## src/hw/rtl/blocked_bloom_filter_top_defines.svh

```systemverilog
// assertion macros shared by the blocked bloom filter rtl
// no dependencies; expects i_clk and i_rst_n in the including module
`ifndef BLOCKED_BLOOM_FILTER_TOP_DEFINES_SVH
`define BLOCKED_BLOOM_FILTER_TOP_DEFINES_SVH

`ifndef SYNTHESIS
`define BBF_ASSERT_IMP(lbl, ante, cons) \
    lbl: assert property (@(posedge i_clk) disable iff (!i_rst_n) (ante) |-> (cons)) \
        else $error("blocked bloom filter check failed");
`define BBF_ASSERT_NEXT(lbl, ante, cons) \
    lbl: assert property (@(posedge i_clk) disable iff (!i_rst_n) (ante) |=> (cons)) \
        else $error("blocked bloom filter check failed");
`else
`define BBF_ASSERT_IMP(lbl, ante, cons)
`define BBF_ASSERT_NEXT(lbl, ante, cons)
`endif

`endif

```

## src/hw/rtl/bbf_pkg.sv

```systemverilog
// types and constants of the blocked bloom filter
// used by bbf_regs, bbf_ctrl, bbf_dp and blocked_bloom_filter_top
package bbf_pkg;

    localparam int BLOCK_BITS = 512;
    localparam int POS_W      = 9;
    localparam int HALF_W     = 32;
    localparam int SCALE_W    = 11;
    localparam int PROD_W     = HALF_W + SCALE_W;
    localparam int LANES      = 8;
    localparam int CNT_W      = 8;
    localparam int NH_W       = 7;

    localparam logic KIND_INSERT = 1'b0;
    localparam logic KIND_CHECK  = 1'b1;

    localparam logic REG_NUM_HASHES    = 1'b0;
    localparam logic REG_ACTIVE_BLOCKS = 1'b1;

    localparam logic [NH_W-1:0]    NUM_HASHES_RST    = 7'd1;
    localparam logic [SCALE_W-1:0] ACTIVE_BLOCKS_RST = 11'd1024;

    typedef struct packed {
        logic clear_en;
        logic accept;
        logic index_en;
        logic mask_step;
        logic apply_wr;
        logic load_out;
    } t_dp_cmd;

    typedef struct packed {
        logic clear_last;
        logic mask_done;
        logic kind_check;
        logic out_free;
    } t_dp_status;

endpackage

```

## src/hw/rtl/bbf_regs.sv

```systemverilog
// apb configuration registers: num_hashes and active_blocks
// depends on bbf_pkg
module bbf_regs
    import bbf_pkg::*;
(
    input  logic               i_clk,
    input  logic               i_rst_n,
    input  logic               psel,
    input  logic               penable,
    input  logic               pwrite,
    input  logic [2:0]         paddr,
    input  logic [31:0]        pwdata,
    output logic [31:0]        prdata,
    output logic               pready,
    output logic [NH_W-1:0]    o_num_hashes,
    output logic [SCALE_W-1:0] o_active_blocks
);

    logic [NH_W-1:0]    r_num_hashes;
    logic [SCALE_W-1:0] r_active_blocks;
    logic               wr_en;

    assign pready = 1'b1;
    assign wr_en  = psel & penable & pwrite & pready;

    always_ff @(posedge i_clk) begin
        if (!i_rst_n) begin
            r_num_hashes    <= NUM_HASHES_RST;
            r_active_blocks <= ACTIVE_BLOCKS_RST;
        end else if (wr_en) begin
            unique case (paddr[2])
                REG_NUM_HASHES:    r_num_hashes    <= pwdata[NH_W-1:0];
                REG_ACTIVE_BLOCKS: r_active_blocks <= pwdata[SCALE_W-1:0];
                default: ;
            endcase
        end
    end

    always_comb begin
        unique case (paddr[2])
            REG_NUM_HASHES:    prdata = 32'(r_num_hashes);
            REG_ACTIVE_BLOCKS: prdata = 32'(r_active_blocks);
            default:           prdata = '0;
        endcase
    end

    assign o_num_hashes    = r_num_hashes;
    assign o_active_blocks = r_active_blocks;

endmodule

```

## config.mk

```make
export PLATFORM = sky130hd
export DESIGN_NAME = bbf_regs
export DESIGN_NICKNAME = d
export VERILOG_FILES = /design/src/hw/rtl/blocked_bloom_filter_top_defines.svh /design/src/hw/rtl/bbf_pkg.sv /design/src/hw/rtl/bbf_regs.sv
export SDC_FILE = /design/constraint.sdc
export NUM_CORES = 1
export LEC_CHECK = 0
export BUFFER_PORTS_ARGS = -buffer_cell sky130_fd_sc_hd__buf_2
export CELL_PAD_IN_SITES_DETAIL_PLACEMENT = 0
export CELL_PAD_IN_SITES_GLOBAL_PLACEMENT = 1
export CORE_MARGIN = 2
export CORE_UTILIZATION = 25
export CTS_BUF_LIST = sky130_fd_sc_hd__clkbuf_4 sky130_fd_sc_hd__clkbuf_8
export CTS_CLUSTER_DIAMETER = 120
export DETAILED_ROUTE_END_ITERATION = 7
export PLACE_DENSITY = 0.9
export SETUP_SLACK_MARGIN = 0.02
export SYNTH_ARGS = -nofsm -noshare
export SYNTH_HDL_FRONTEND = slang
export SYNTH_SLANG_ARGS = --single-unit
```

## constraint.sdc

```tcl
create_clock -name i_clk -period 0.83 [get_ports i_clk]
set_input_delay 0.083 -clock i_clk [delete_from_list [all_inputs] [get_ports i_clk]]
set_output_delay 0.083 -clock i_clk [all_outputs]
set_load 0.1 [all_outputs]
```

# Yosys cells after proc, flatten, opt, wreduce, memory -nomap -nowiden
# Index checks and enable logic that the tools add are counted.
totals:
  regBits: 18
  input_bits: 40
  word_cells: 8
op_classes:
  n_mux: 1
  bitwise: 3
  n_reduce_logical: 2
ops:
  columns: ["operator", "count"]
  rows:
  - ["32-bit case mux with 2 select lines", 1]
  - ["2-bit AND reduction", 2]
  - ["1-bit AND", 2]
  - ["1-bit NOT", 1]

# Longest topological paths before layout
logic_depth:
  word_depth: 3
  depth_mapped: 3
  ltp_nobuf: 2

# Worst setup path after synthesis
# Ideal clock, no wire load.
synth_timing:
  path_kind: "register -> output"
  startpoint: "register r_active_blocks[10] (netlist: o_active_blocks[10])"
  endpoint: "output port prdata[10]"
  t_arrival_ns: 1.813
  t_required_ns: 0.747
  setup_slack_ns: -1.066
  stages_incl_launch_ff: 2
  path_cell_list: "dfxtp_1 > and2_1"
synth_between:
  elab_chain_cells: 1
synth_rtl:
  columns: ["item", "line", "rtl"]
  rows:
  - ["start, declared", "bbf_regs.sv:20", "logic [SCALE_W-1:0] r_active_blocks;"]
  - ["start signal, assigned", "bbf_regs.sv:33", "REG_ACTIVE_BLOCKS: r_active_blocks <= pwdata[SCALE_W-1:0];"]
  - ["32-bit case mux with 2 select lines", "bbf_regs.sv:40", "unique case (paddr[2])"]
  - ["end, declared", "bbf_regs.sv:13", "output logic [31:0] prdata,"]
# Every way passes these cells. The select of a mux whose other input is x is not followed.

# Final worst setup path
layout_timing:
  startpoint: "register r_num_hashes[3] (netlist: o_num_hashes[3])"
  endpoint: "output port prdata[3]"
layout_between:
  elab_chain_cells: 1
layout_rtl:
  columns: ["item", "line", "rtl"]
  rows:
  - ["start, declared", "bbf_regs.sv:19", "logic [NH_W-1:0] r_num_hashes;"]
  - ["start signal, assigned", "bbf_regs.sv:32", "REG_NUM_HASHES: r_num_hashes <= pwdata[NH_W-1:0];"]
  - ["32-bit case mux with 2 select lines", "bbf_regs.sv:40", null]
# Every way passes these cells. The select of a mux whose other input is x is not followed.

==> out/qor.txt <==
Status = finished with violations
Violated checks = negative setup slack
Worst vdd ir = 0.589 mV
GR peak layer = met2
P per Cell Area = 1230 mW/mm²
Worst skew pair latency = 250 ps
Yosys top cell area share = 36.0%
CTS tree = built
Worst min path class = primary input to flop
Syn Inst Count = 109
Clk slew on worst S/H paths = 70 ps
Critical path origin = o_num_hashes[3]
DR pass1 iterations = 2
Mapped Area = 1000 µm²
Leak pwr = 0.000963 µW
Post-layout power = 2560 µW
Finish-stage setup viols = 30
DR DRC count = 0
Register area share after synthesis = 36.0%
Crit Path Class = flop to output port
Routed WL per cell = 11.8 µm
Die area = 0.00452 mm²
Reg-to-reg slack, setup = -80 ps
Layout net count = 221
Post-DP Area = 0.00187 mm²
Syn-to-layout area delta = 109%
Yosys warning total = 0
Inserted Diodes = 0
Top Family by Delay on Critical Path = flip-flops
Final Critical Period = 1130 ps
Maximum clock insertion buffer count = 2
CP Launch Type = flop
Vias per cell = 3.96
Final max-slew violation count = 0
GR Util met2 = 23.5%
Worst R2R Start = o_num_hashes[5]
Starting Density = 26.7%
Flops & latches, synth = 18
Worst Hold End = o_active_blocks[7]
Final instance area = 0.00209 mm²
Worst-path cell chain = mux2_4, buf_12
Num CTS Buffers = 3
CTS sink cnt = 18
Fill cell count = 337
Critical Path End Type = output port
Post-Route Skew = 0 ps
Commonest non-fill, non-tap cell in the layout = buf_12
Core area = 0.00374 mm²
# H-tree levels = 1
Post-DP HPWL = 1980 µm
Worst Slack Setup Final = -301 ps
Layout cells sized above 1 = 62.2%
Period utilization = 136%
Non-Filler Instances = 228
Largest fanout on the critical path = 2
DRT antenna net count = 0
IO Pins = 91
Most frequent cells in the layout = buf_12 (32), nand2_1 (22), conb_1 (22)
WHS Path Cells = 3
Vias = 902
Area contributors post-synth = dfxtp_1 (36%), mux2i_1 (18%), buf_4 (17%), nand2_1 (9.8%), mux2_2 (7.9%)
Routability cong. = 0.643
Fmax = 884 MHz
Gr usage total = 11.5%
Post-synth top area cell = dfxtp_1
Post-place setup slack = -144 ps
First-pass GRT wire length = 3800 µm
Vias in the first global route = 863
Reg2Reg Depth = 5
Maxcap violations = 0
Row cnt = 22
Drt total wl = 2680 µm
Largest net degree at the start of global routing = 31
Critical path buffer and inverter count = 1
FF-to-FF End = o_num_hashes[5]
Syn Area/Cell = 9.17 µm²
Chip width = 67.2 µm
Chip height = 67.2 µm
Hold path start = pwdata[7]
CP max stage delay = 340 ps
Worst path required time = 750 ps
Initial antenna violation count = 0
Final Hold Viols = 0
Placed insts = 212
IO buf count = 45
Initial detailed-routing violation count = 20
GR Util met3 = 2.17%
Crit-path slowest cell = dfxtp_4
Met1 Usage GRT = 11.1%
Clock Tree Root = clkbuf_8
GRT overflow = 0
Post-synthesis cell type count = 13
RSZ-0062 raised after global routing = true
Hold Buf Count CTS = 0
Critical Path AT = 1050 ps
[worst reg2reg max path, cell delays in order, from the launching register on]
cell and delay, ps:
dfxtp_4 340, buf_4 130, buf_6 110, buf_4 120, nand2_2 40, mux2i_1 60
[cell families after synthesis]
kind of cell           Yosys count  share of synthesized area (%)
buffers and inverters           28                           20.5
DFF                             18                           36.0
muxes                           25                           25.9
other                            2                          0.751
and+or+nand+nor                 36                           16.8
[where the power goes]
| part | leakage (µW) | internal (µW) | switching, µW |
|---|---|---|---|
| Clock | 0.0000231 | 328 | 280 |
| Sequential | 0.000158 | 838 | 13.4 |
| Combinational | 0.000782 | 286 | 818 |
[metrics by stage]
| stage | setup TNS, ps | hold WS [ps] | util [%] |
|---|---|---|---|
| after CTS | -5210 | 61.2 | 54.2 |
| after floorplan | -1900 | 215 | - |
| final | -4960 | 67.1 | 55.8 |
| after detailed placement | -2010 | 335 | 49.9 |
| after global routing | -5840 | 66.4 | 55.8 |
| after global placement | -1490 | 325 | 49.9 |
[final cells by class]
| class | count | area [µm²] | share of cell area (%) |
|---|---|---|---|
| Sequential cell | 18 | 428 | 20.5 |
| Tap cell | 48 | 60.1 | 2.87 |
| Clock buffer | 3 | 41.3 | 1.97 |
| Multi-Input combinational cell | 83 | 556 | 26.6 |
| Timing Repair Buffer | 75 | 1000 | 47.9 |
| Clock inverter | 1 | 3.75 | 0.180 |
[state kept, by name (all words and copies together) (netlist names)]
signal / flops
o_num_hashes: 7
o_active_blocks: 11
[cell usage after synthesis]
library cell	instances
and2_1	4
and4_4	1
buf_2	2
buf_4	23
buf_8	1
clkbuf_1	2
conb_1	2
dfxtp_1	18
mux2_2	7
mux2i_1	18
nand2_1	26
nand4b_1	1
nor2b_1	4
[worst max path at each step]
stage                         endpoint  slack (ps)  depth (start not counted)
finish                       prdata[3]        -300                          2
global route                 prdata[5]        -320                          2
CTS                          prdata[1]        -310                          2
detailed placement  o_active_blocks[8]        -140                          3
global placement             prdata[3]        -110                          4
floorplan                    prdata[0]        -180                          1
[what timing repair did]
item,CTS,global route
pin swaps,3,0
gates resized for setup,17,13
buffers inserted,7,10
setup endpoints to repair,29,32
[metal layers]
layer	wire length, µm	vias up
met4	32	0
met5	0	-
li1	-	450
met2	1520	39
met1	948	411
met3	175	2
No activity file was read; power rests on OpenSTA's default activity.
