## src/hw/rtl/blocked_bloom_filter_top_defines.svh

```systemverilog
// assertion macros shared by the blocked bloom filter rtl
// no dependencies; expects i_clk and i_rst_n in the including module
`ifndef BLOCKED_BLOOM_FILTER_TOP_DEFINES_SVH
`define BLOCKED_BLOOM_FILTER_TOP_DEFINES_SVH

`ifndef SYNTHESIS
`define BBF_ASSERT_IMP(lbl, ante, cons) \
    lbl: assert property (@(posedge i_clk) disable iff (!i_rst_n) (ante) |-> (cons)) \
        else $error("blocked bloom filter check failed");
`define BBF_ASSERT_NEXT(lbl, ante, cons) \
    lbl: assert property (@(posedge i_clk) disable iff (!i_rst_n) (ante) |=> (cons)) \
        else $error("blocked bloom filter check failed");
`else
`define BBF_ASSERT_IMP(lbl, ante, cons)
`define BBF_ASSERT_NEXT(lbl, ante, cons)
`endif

`endif

```

## src/hw/rtl/bbf_pkg.sv

```systemverilog
// types and constants of the blocked bloom filter
// used by bbf_regs, bbf_ctrl, bbf_dp and blocked_bloom_filter_top
package bbf_pkg;

    localparam int BLOCK_BITS = 512;
    localparam int POS_W      = 9;
    localparam int HALF_W     = 32;
    localparam int SCALE_W    = 11;
    localparam int PROD_W     = HALF_W + SCALE_W;
    localparam int LANES      = 8;
    localparam int CNT_W      = 8;
    localparam int NH_W       = 7;

    localparam logic KIND_INSERT = 1'b0;
    localparam logic KIND_CHECK  = 1'b1;

    localparam logic REG_NUM_HASHES    = 1'b0;
    localparam logic REG_ACTIVE_BLOCKS = 1'b1;

    localparam logic [NH_W-1:0]    NUM_HASHES_RST    = 7'd1;
    localparam logic [SCALE_W-1:0] ACTIVE_BLOCKS_RST = 11'd1024;

    typedef struct packed {
        logic clear_en;
        logic accept;
        logic index_en;
        logic mask_step;
        logic apply_wr;
        logic load_out;
    } t_dp_cmd;

    typedef struct packed {
        logic clear_last;
        logic mask_done;
        logic kind_check;
        logic out_free;
    } t_dp_status;

endpackage

```

## src/hw/rtl/bbf_ctrl.sv

```systemverilog
// controller state machine: clearing pass, accept, index, mask build, apply
// depends on bbf_pkg and blocked_bloom_filter_top_defines.svh
`include "blocked_bloom_filter_top_defines.svh"

module bbf_ctrl
    import bbf_pkg::*;
(
    input  logic       i_clk,
    input  logic       i_rst_n,
    input  logic       i_s_tvalid,
    output logic       o_s_tready,
    input  t_dp_status i_status,
    output t_dp_cmd    o_cmd
);

    typedef enum logic [4:0] {
        S_CLEAR = 5'b00001,
        S_IDLE  = 5'b00010,
        S_INDEX = 5'b00100,
        S_MASK  = 5'b01000,
        S_APPLY = 5'b10000
    } t_state;

    t_state r_state;
    t_state n_state;

    always_ff @(posedge i_clk) begin
        if (!i_rst_n) begin
            r_state <= S_CLEAR;
        end else begin
            r_state <= n_state;
        end
    end

    always_comb begin
        n_state    = r_state;
        o_cmd      = '0;
        o_s_tready = 1'b0;
        unique case (r_state)
            S_CLEAR: begin
                o_cmd.clear_en = 1'b1;
                if (i_status.clear_last) begin
                    n_state = S_IDLE;
                end
            end
            S_IDLE: begin
                o_s_tready = 1'b1;
                if (i_s_tvalid) begin
                    o_cmd.accept = 1'b1;
                    n_state      = S_INDEX;
                end
            end
            S_INDEX: begin
                o_cmd.index_en = 1'b1;
                n_state        = S_MASK;
            end
            S_MASK: begin
                o_cmd.mask_step = 1'b1;
                if (i_status.mask_done) begin
                    n_state = S_APPLY;
                end
            end
            S_APPLY: begin
                if (!i_status.kind_check) begin
                    o_cmd.apply_wr = 1'b1;
                    n_state        = S_IDLE;
                end else if (i_status.out_free) begin
                    o_cmd.load_out = 1'b1;
                    n_state        = S_IDLE;
                end
            end
            default: n_state = S_CLEAR;
        endcase
    end

    // clearing runs once after reset only
    `BBF_ASSERT_NEXT(a_clear_once, r_state != S_CLEAR, r_state != S_CLEAR)
    `BBF_ASSERT_NEXT(a_index_to_mask, r_state == S_INDEX, r_state == S_MASK)

endmodule

```

## config.mk

```make
export PLATFORM = sky130hd
export DESIGN_NAME = bbf_ctrl
export DESIGN_NICKNAME = d
export VERILOG_FILES = /design/src/hw/rtl/bbf_pkg.sv /design/src/hw/rtl/bbf_ctrl.sv
export VERILOG_INCLUDE_DIRS = /design/src /design/src/hw/rtl
export SDC_FILE = /design/constraint.sdc
export NUM_CORES = 1
export LEC_CHECK = 0
export BUFFER_PORTS_ARGS = -buffer_cell sky130_fd_sc_hd__buf_2
export CAP_MARGIN = 0
export CORE_AREA = 5 5 42 44
export DETAILED_ROUTE_END_ITERATION = 8
export DIE_AREA = 0 0 47 49
export PLACE_DENSITY_LB_ADDON = 0.12
export SLEW_MARGIN = 0
export SYNTH_ARGS = -nofsm -noshare
export SYNTH_HDL_FRONTEND = slang
export SYNTH_SLANG_ARGS = --single-unit
```

## constraint.sdc

```tcl
create_clock -name i_clk -period 1.4 [get_ports i_clk]
set_input_delay 0.14 -clock i_clk [delete_from_list [all_inputs] [get_ports i_clk]]
set_output_delay 0.14 -clock i_clk [all_outputs]
set_load 0.03 [all_outputs]
```

=== Word level (Yosys, flattened, before mapping) ===
Cells that the tools add are included.

* Bits in read-only memories: 0
* Output and inout bits: 7
* Bits in registers: 5
* Memories: 0
* Input bits: 7
* Latch bits: 0
* Bits in writable memories: 0
* Word-level logic and storage cells: 27

* $mul: 0
* Eq/ne operators: 9
* Reduce and logical (&&, ||, !) cells: 1
* Multiplexer cells: 16
* Divide/modulo/power cells: 0
* Add/subtract/negate cells: 0
* Shift-type cells: 0
* Order comparisons: 0
* Bitwise gates (word level): 0

{| class="wikitable"
|+ Operator list
! operator !! number
|-
| 5-bit two-way mux || 5
|-
| 5-bit case mux with 5 select lines || 1
|-
| 1-bit two-way mux || 9
|-
| 2-bit != test, second input constant || 3
|-
| 5-bit by 1-bit == test with 1-bit output, second input constant || 1
|-
| 5-bit by 2-bit == test with 1-bit output, second input constant || 1
|-
| 5-bit by 3-bit == test with 1-bit output, second input constant || 1
|-
| 5-bit by 4-bit == test with 1-bit output, second input constant || 1
|-
| 5-bit == test, second input constant || 1
|-
| 4-bit AND reduction || 1
|-
| 3-bit != test, second input constant || 1
|-
| 2-bit two-way mux || 1
|}

=== Longest topological paths before layout ===
Gate-level depths: netlist of run 1.

* Depth after elaboration: 3
* Depth in mapped cells: 4
* Depth with buffers taken out: 4

=== Worst setup path before layout of run 1 ===
OpenSTA, ideal clock, no wires.

* Kind: register to output
* Start point: register r_state[1]
* End point: output port o_cmd[4] (netlist name)
* Cell stages (with the launch flop): 5
* Required time: 1.260 ns
* Buffers on the path: 0
* Arrival: 1.652 ns
* Path slack: -0.392 ns
* Path through: dfxtp_1 or3b_1 or3_4 inv_1 and2_1

{| class="wikitable"
|+ RTL lines
! what !! RTL line !! source
|-
| from (decl) || bbf_ctrl.sv:24 || <nowiki>t_state r_state;</nowiki>
|-
| from (signal assigned) || bbf_ctrl.sv:31 || <nowiki>r_state <= n_state;</nowiki>
|-
| to (decl) || bbf_ctrl.sv:13 || <nowiki>output t_dp_cmd o_cmd</nowiki>
|}

==> results of run 1 <==
## logic make-up (layout without fill, tap and decap cells)
family                    Yosys count  in the layout  synth area share (%)
and+or+nand+nor                    24             24                  44.8
AOI/OAI and AO/OA                   8              8                  17.6
DFF                                 5              5                  28.7
buffers and inverters               5             39                  6.45
xor gates and xnor gates            1              1                  2.51
## stage by stage
stage	area, sq um	TNS [ns]
3_5_place_dp	548	-0.564
2_1_floorplan	365	-0.176
3_3_place_gp	548	-0.606
4_1_cts	658	-1.67
6_report	708	-1.68
5_1_grt	708	-2.57
## worst min path at each step
stage,from,end,slack [ns],depth (start not counted)
after detailed placement,i_rst_n,r_state[0],0.36,2
final,i_rst_n,r_state[0],0.11,2
after floorplan,i_rst_n,r_state[0],0.20,1
after global placement,i_rst_n,r_state[0],0.35,2
after CTS,i_rst_n,r_state[0],0.1,2
after global routing,i_rst_n,r_state[0],0.09,2
## cell usage in the layout (no fill, tap or decap), types with 2 or more instances in the layout
cell,instances
buf_4,17
buf_6,8
buf_2,6
dfxtp_1,4
nand2_1,3
o21ai_0,3
clkbuf_4,3
nand2b_4,2
and3_1,2
nor2b_1,2
inv_1,2
nor2_1,2
nor3b_1,2
o32ai_2,2
## per-layer routing
layer / vias up / track usage, % / wire (um) / share of wire (%)
met5: - / 0 / 0 / 0
met4: 0 / 4.15 / 0 / 0
met3: 0 / 5.54 / 67 / 6.3
met2: 10 / 15.6 / 521 / 49
met1: 196 / 13.8 / 478 / 45
li1: 226 / - / - / -
## area by class of cell
cell class	count	area, sq um	share of cell area [%]
Clock buffer	4	26.3	3.71
Inverter	4	18.8	2.65
Multi-Input combinational cell	33	294	41.5
Sequential cell	5	101	14.3
Tap cell	16	20.0	2.83
Timing Repair Buffer	31	248	35.0
## power by group
group,internal (uW),switching [uW]
combinational,105,95.8
sequential,152,3.83
clock,108,59.9
## Yosys cell counts, types with 2 or more instances
cell      n
and3_1    2
dfxtp_1   5
inv_1     4
nand2_1   3
nand2b_1  2
nor2_1    2
nor2b_1   3
nor3_1    2
nor3b_1   3
o21ai_0   4
## timing repair
| action | in CTS | in global routing |
|---|---|---|
| resized for setup | 20 | 7 |
| endpoints found under the setup margin | 9 | 11 |
| buffers inserted | 2 | 2 |
| pin swaps | 2 | 0 |
## critical path: stages (launching register included)
cell,delay (ns)
dfxtp_1,0.30
or3b_1,0.38
or3_4,0.35
clkinvlp_4,0.08
and2_4,0.12
buf_6,0.12
==> flow_metrics.py, run 1 <==
metrics = {
    "run_status": {
        "outcome": "finished with violations",
        "violations": "negative setup slack",
    },
    "sta": {
        "min_period_over_period_pct": 124,
        "worst_pin_slew_ns": 0.258,
        "hold_viol_final": 0,
        "rsz0062_at_grt": "true",
        "finClkSkew_ns": 0.00548,
        "drv_slew": 0,
        "period_minus_slack_ns": 1.74,
        "slew_headroom_pct": 82.6,
        "worst_slack_ns": -0.335,
        "setup_violations": 10,
        "hold_slack_ns": 0.105,
        "timing.fmax_mhz": 576,
    },
    "critical_path": {
        "crit_end": "o_cmd[4]",
        "end_kind": "primary output",
        "reg2regPathDepth": 9,
        "r2r-end": "r_state[0]",
        "r2r_start": "r_state[3]",
        "worstPathRequired_ns": 1.26,
        "startpoint_type": "flip-flop",
        "r2r_setup_slack_ns": -0.12,
        "cp-startpoint": "r_state[2]",
        "path_max_fanout": 2,
        "arrival_ns": 1.60,
        "worstSetupPathType": "reg -> out",
    },
    "min_path": {
        "hp-class": "in -> reg",
    },
    "flow_run": {
        "drv_cap": 0,
    },
    "floorplan": {
        "io_pins": 14,
        "die_x_um": 47,
        "initial_utilization_pct": 24.9,
        "row_count": 14,
        "die_y_um": 49,
        "dieArea_sq_mm": 0.00230,
        "core_sq_mm": 0.00140,
    },
    "global_route": {
        "grt_usage_pct": 11.0,
        "antenna_found_initial": 0,
        "grt_max_degree": 8,
        "grt_pass1_wl_mm": 1.83,
        "grt.overflow.total": 0,
        "grt_pass1_vias": 423,
    },
    "synth": {
        "synth_area_leader_cell": "dfxtp_1",
        "synth_top_area_share_pct": 28.7,
        "synth-async-reset-ratio_pct": 0,
        "synth-seq-cells": 5,
        "yosysUniqueCellTypes": 23,
        "synth-edff-count": 0,
        "syn_nets": 50,
        "synth_area_sq_um": 349,
        "synth-main-ff-cell": "dfxtp_1",
        "synthTopCellsByArea": "dfxtp_1, nor3b_1, o21ai_0, nor2b_1, o32ai_2",
        "yosys_warnings": 0,
        "syn_inst": 43,
        "synth.avg_cell_area_sq_um": 8.12,
        "synth-seq-area-share_pct": 28.7,
    },
    "routing": {
        "wire_per_inst_um": 11.5,
        "wirelength_mm": 1.07,
        "drtIter0Drc": 7,
        "vias_per_cell": 4.65,
        "vias": 432,
        "drc": 0,
        "ant_nets": 0,
        "first_pass_iters": 4,
    },
    "cts": {
        "worstSkewPairLatency_ns": 0.24,
        "numCtsBuffers": 3,
        "cts.path.max_buffers": 2,
        "cts.clk_slew.worst_paths_ns": 0.05,
        "ctsHoldBuffers": 0,
        "clock_sinks": 5,
        "clockRootBuffer": "clkbuf_4",
        "cts_max_level": 1,
        "cts_tree": "yes",
    },
    "layout": {
        "instances_no_fill": 93,
        "postLayoutCoreUtil_pct": 50.5,
        "top_register": "r_state",
        "drive_gt1_share_pct": 64.9,
        "area_growth_pct": 103,
        "antennaDiodeCount": 0,
        "fillers": 137,
        "reg.largest.list": "r_state (5)",
        "final_nets": 85,
        "largest_register_ffs": 5,
    },
    "power_and_ir_drop": {
        "ir_drop_mv": 0.628,
        "p_per_area_mw_per_mm2": 740,
        "p_leak_uw": 0.000322,
        "total_power_uw": 524,
    },
    "placed_design": {
        "gp_congestion": 0.798,
        "io_buffer_count": 13,
        "hpwl_um": 810,
        "dpl.cell_count": 85,
        "place_ws_ns": -0.134,
    },
}
No activity file was read; power rests on OpenSTA's default activity.
==> inputs of run 2 (changes only) <==
--- a/config.mk
+++ b/config.mk
@@ -8,9 +8,9 @@
 export LEC_CHECK = 0
 export BUFFER_PORTS_ARGS = -buffer_cell sky130_fd_sc_hd__buf_2
 export CAP_MARGIN = 0
-export CORE_AREA = 5 5 42 44
+export CORE_AREA = 2 2 39 41
 export DETAILED_ROUTE_END_ITERATION = 8
-export DIE_AREA = 0 0 47 49
+export DIE_AREA = 0 0 41 43
 export PLACE_DENSITY_LB_ADDON = 0.12
 export SLEW_MARGIN = 0
 export SYNTH_ARGS = -nofsm -noshare
==> flow_metrics.py, run 2 (same netlist as run 1, synthesis figures left out) <==
metrics = {
    "critical_path": {
        "worstPathRequired_ns": 1.26,
        "worstSetupPathType": "reg -> out",
        "reg2regPathDepth": 8,
        "startpoint_type": "flip-flop",
        "path_max_fanout": 3,
        "arrival_ns": 1.60,
        "end_kind": "primary output",
    },
    "power_and_ir_drop": {
        "p_leak_uw": 0.000326,
        "clkPwrFrac_pct": 29.6,
        "pwr-share-comb_pct": 40.8,
        "seq_power_share_pct": 29.6,
        "p_sw_uw": 160,
        "internal-power_uw": 381,
        "swShare_pct": 29.6,
        "ir_drop_mv": 0.514,
        "p_per_area_mw_per_mm2": 745,
    },
    "floorplan": {
        "core_sq_mm": 0.00138,
        "initial_utilization_pct": 25.2,
        "die_x_um": 41,
        "row_count": 14,
        "io_pins": 14,
        "die_y_um": 43,
        "dieArea_sq_mm": 0.00176,
    },
    "sta": {
        "setup_violations": 10,
        "min_period_over_period_pct": 124,
        "finClkSkew_ns": 0.00340,
        "finalSetupTns_ns": -2.08,
        "hold_slack_ns": 0.127,
        "slew_headroom_pct": 79.9,
        "timing.fmax_mhz": 575,
        "period_minus_slack_ns": 1.74,
        "worst_slack_ns": -0.340,
        "worst_pin_slew_ns": 0.301,
        "rsz0062_at_grt": "true",
        "hold_viol_final": 0,
        "drv_slew": 0,
    },
    "routing": {
        "top_layer": "met3",
        "wire_per_inst_um": 11.4,
        "drtIter0Drc": 4,
        "wl_met3_um": 34,
        "drc": 0,
        "wl_met2_um": 568,
        "vias_per_cell": 4.74,
        "wirelength_mm": 1.07,
        "ant_nets": 0,
        "wl_met1_um": 465,
        "vias": 446,
        "first_pass_iters": 2,
    },
    "layout": {
        "multiInputGateArea_sq_um": 295,
        "final_area_sq_um": 726,
        "postLayoutCoreUtil_pct": 52.4,
        "reg.largest.list": "r_state (5)",
        "mostFrequentLayoutCells": "buf_4, buf_6, buf_2",
        "antennaDiodeCount": 0,
        "largest_register_ffs": 5,
        "layout_commonest_cell": "buf_4",
        "top_register": "r_state",
        "area_growth_pct": 108,
        "drive_gt1_share_pct": 70.5,
        "regArea_sq_um": 103,
        "final_nets": 86,
        "fillers": 125,
    },
    "cts": {
        "cts.clk_slew.worst_paths_ns": 0.04,
        "clockRootBuffer": "clkbuf_4",
        "cts.path.max_buffers": 2,
        "numCtsBuffers": 3,
        "cts_tree": "yes",
        "worstSkewPairLatency_ns": 0.24,
        "ctsHoldBuffers": 0,
        "cts_max_level": 1,
        "clock_sinks": 5,
    },
    "min_path": {
        "hold_depth": 2,
        "hp-class": "in -> reg",
    },
    "placed_design": {
        "hpwl_um": 752,
        "dpl_cell_area_sq_um": 548,
        "gp_congestion": 0.734,
        "io_buffer_count": 13,
        "place_ws_ns": -0.135,
    },
    "global_route": {
        "antenna_found_initial": 0,
        "grt_pass1_vias": 378,
        "grt.overflow.total": 0,
        "grt_max_degree": 8,
        "grt_usage_pct": 12.5,
        "grt_pass1_wl_mm": 1.48,
    },
    "run_status": {
        "outcome": "finished with violations",
        "violations": "negative setup slack",
    },
    "flow_run": {
        "drv_cap": 0,
    },
}
-- run 2: final timing paths --
kind,from,end,slack (ns)
setup reg to reg,r_state[2],r_state[4],-0.15
hold / removal,i_rst_n,r_state[0],0.13
setup / recovery,r_state[1],o_cmd[4],-0.34
hold reg to reg,r_state[4],r_state[4],0.70
-- run 2: critical path: stages, from the launching register on --
cell and delay [ns]:
dfxtp_2 0.34, or3b_1 0.36, or3_4 0.35, clkinvlp_4 0.08, and2_4 0.13, buf_6 0.12
-- run 2: repair_timing --
action | 4_1_cts | 5_1_grt
setup endpoints to repair | 9 | 10
gates resized for setup | 20 | 15
buffers inserted | 0 | 5
pin swaps | 2 | 4
-- run 2: power groups by stage --
stage	Combinational (uW)	Clock, uW	Sequential [uW]
CTS	193	169	158
global route	236	179	160
finish	221	160	160
global placement	167	0	160
detailed placement	165	0	160
floorplan	76.3	0	166
-- run 2: area by class of cell --
type	instances	area share, %
tap	16	2.76
timing repair buffer	32	36.2
clock buffer	4	3.62
multi-input combinational	33	40.7
sequential	5	14.1
inverter	4	2.59
-- run 2: routing by layer --
metal | up-vias | global-route usage [%]
li1 | 225 | -
met1 | 213 | 16.8
met2 | 8 | 17.8
met3 | 0 | 1.57
met4 | 0 | 8.00
met5 | - | 0
-- run 2: through the flow --
stage	cells	power (uW)
floorplan	43	243
global route	94	574
global placement	85	327
CTS	89	520
detailed placement	85	325
finish	94	540
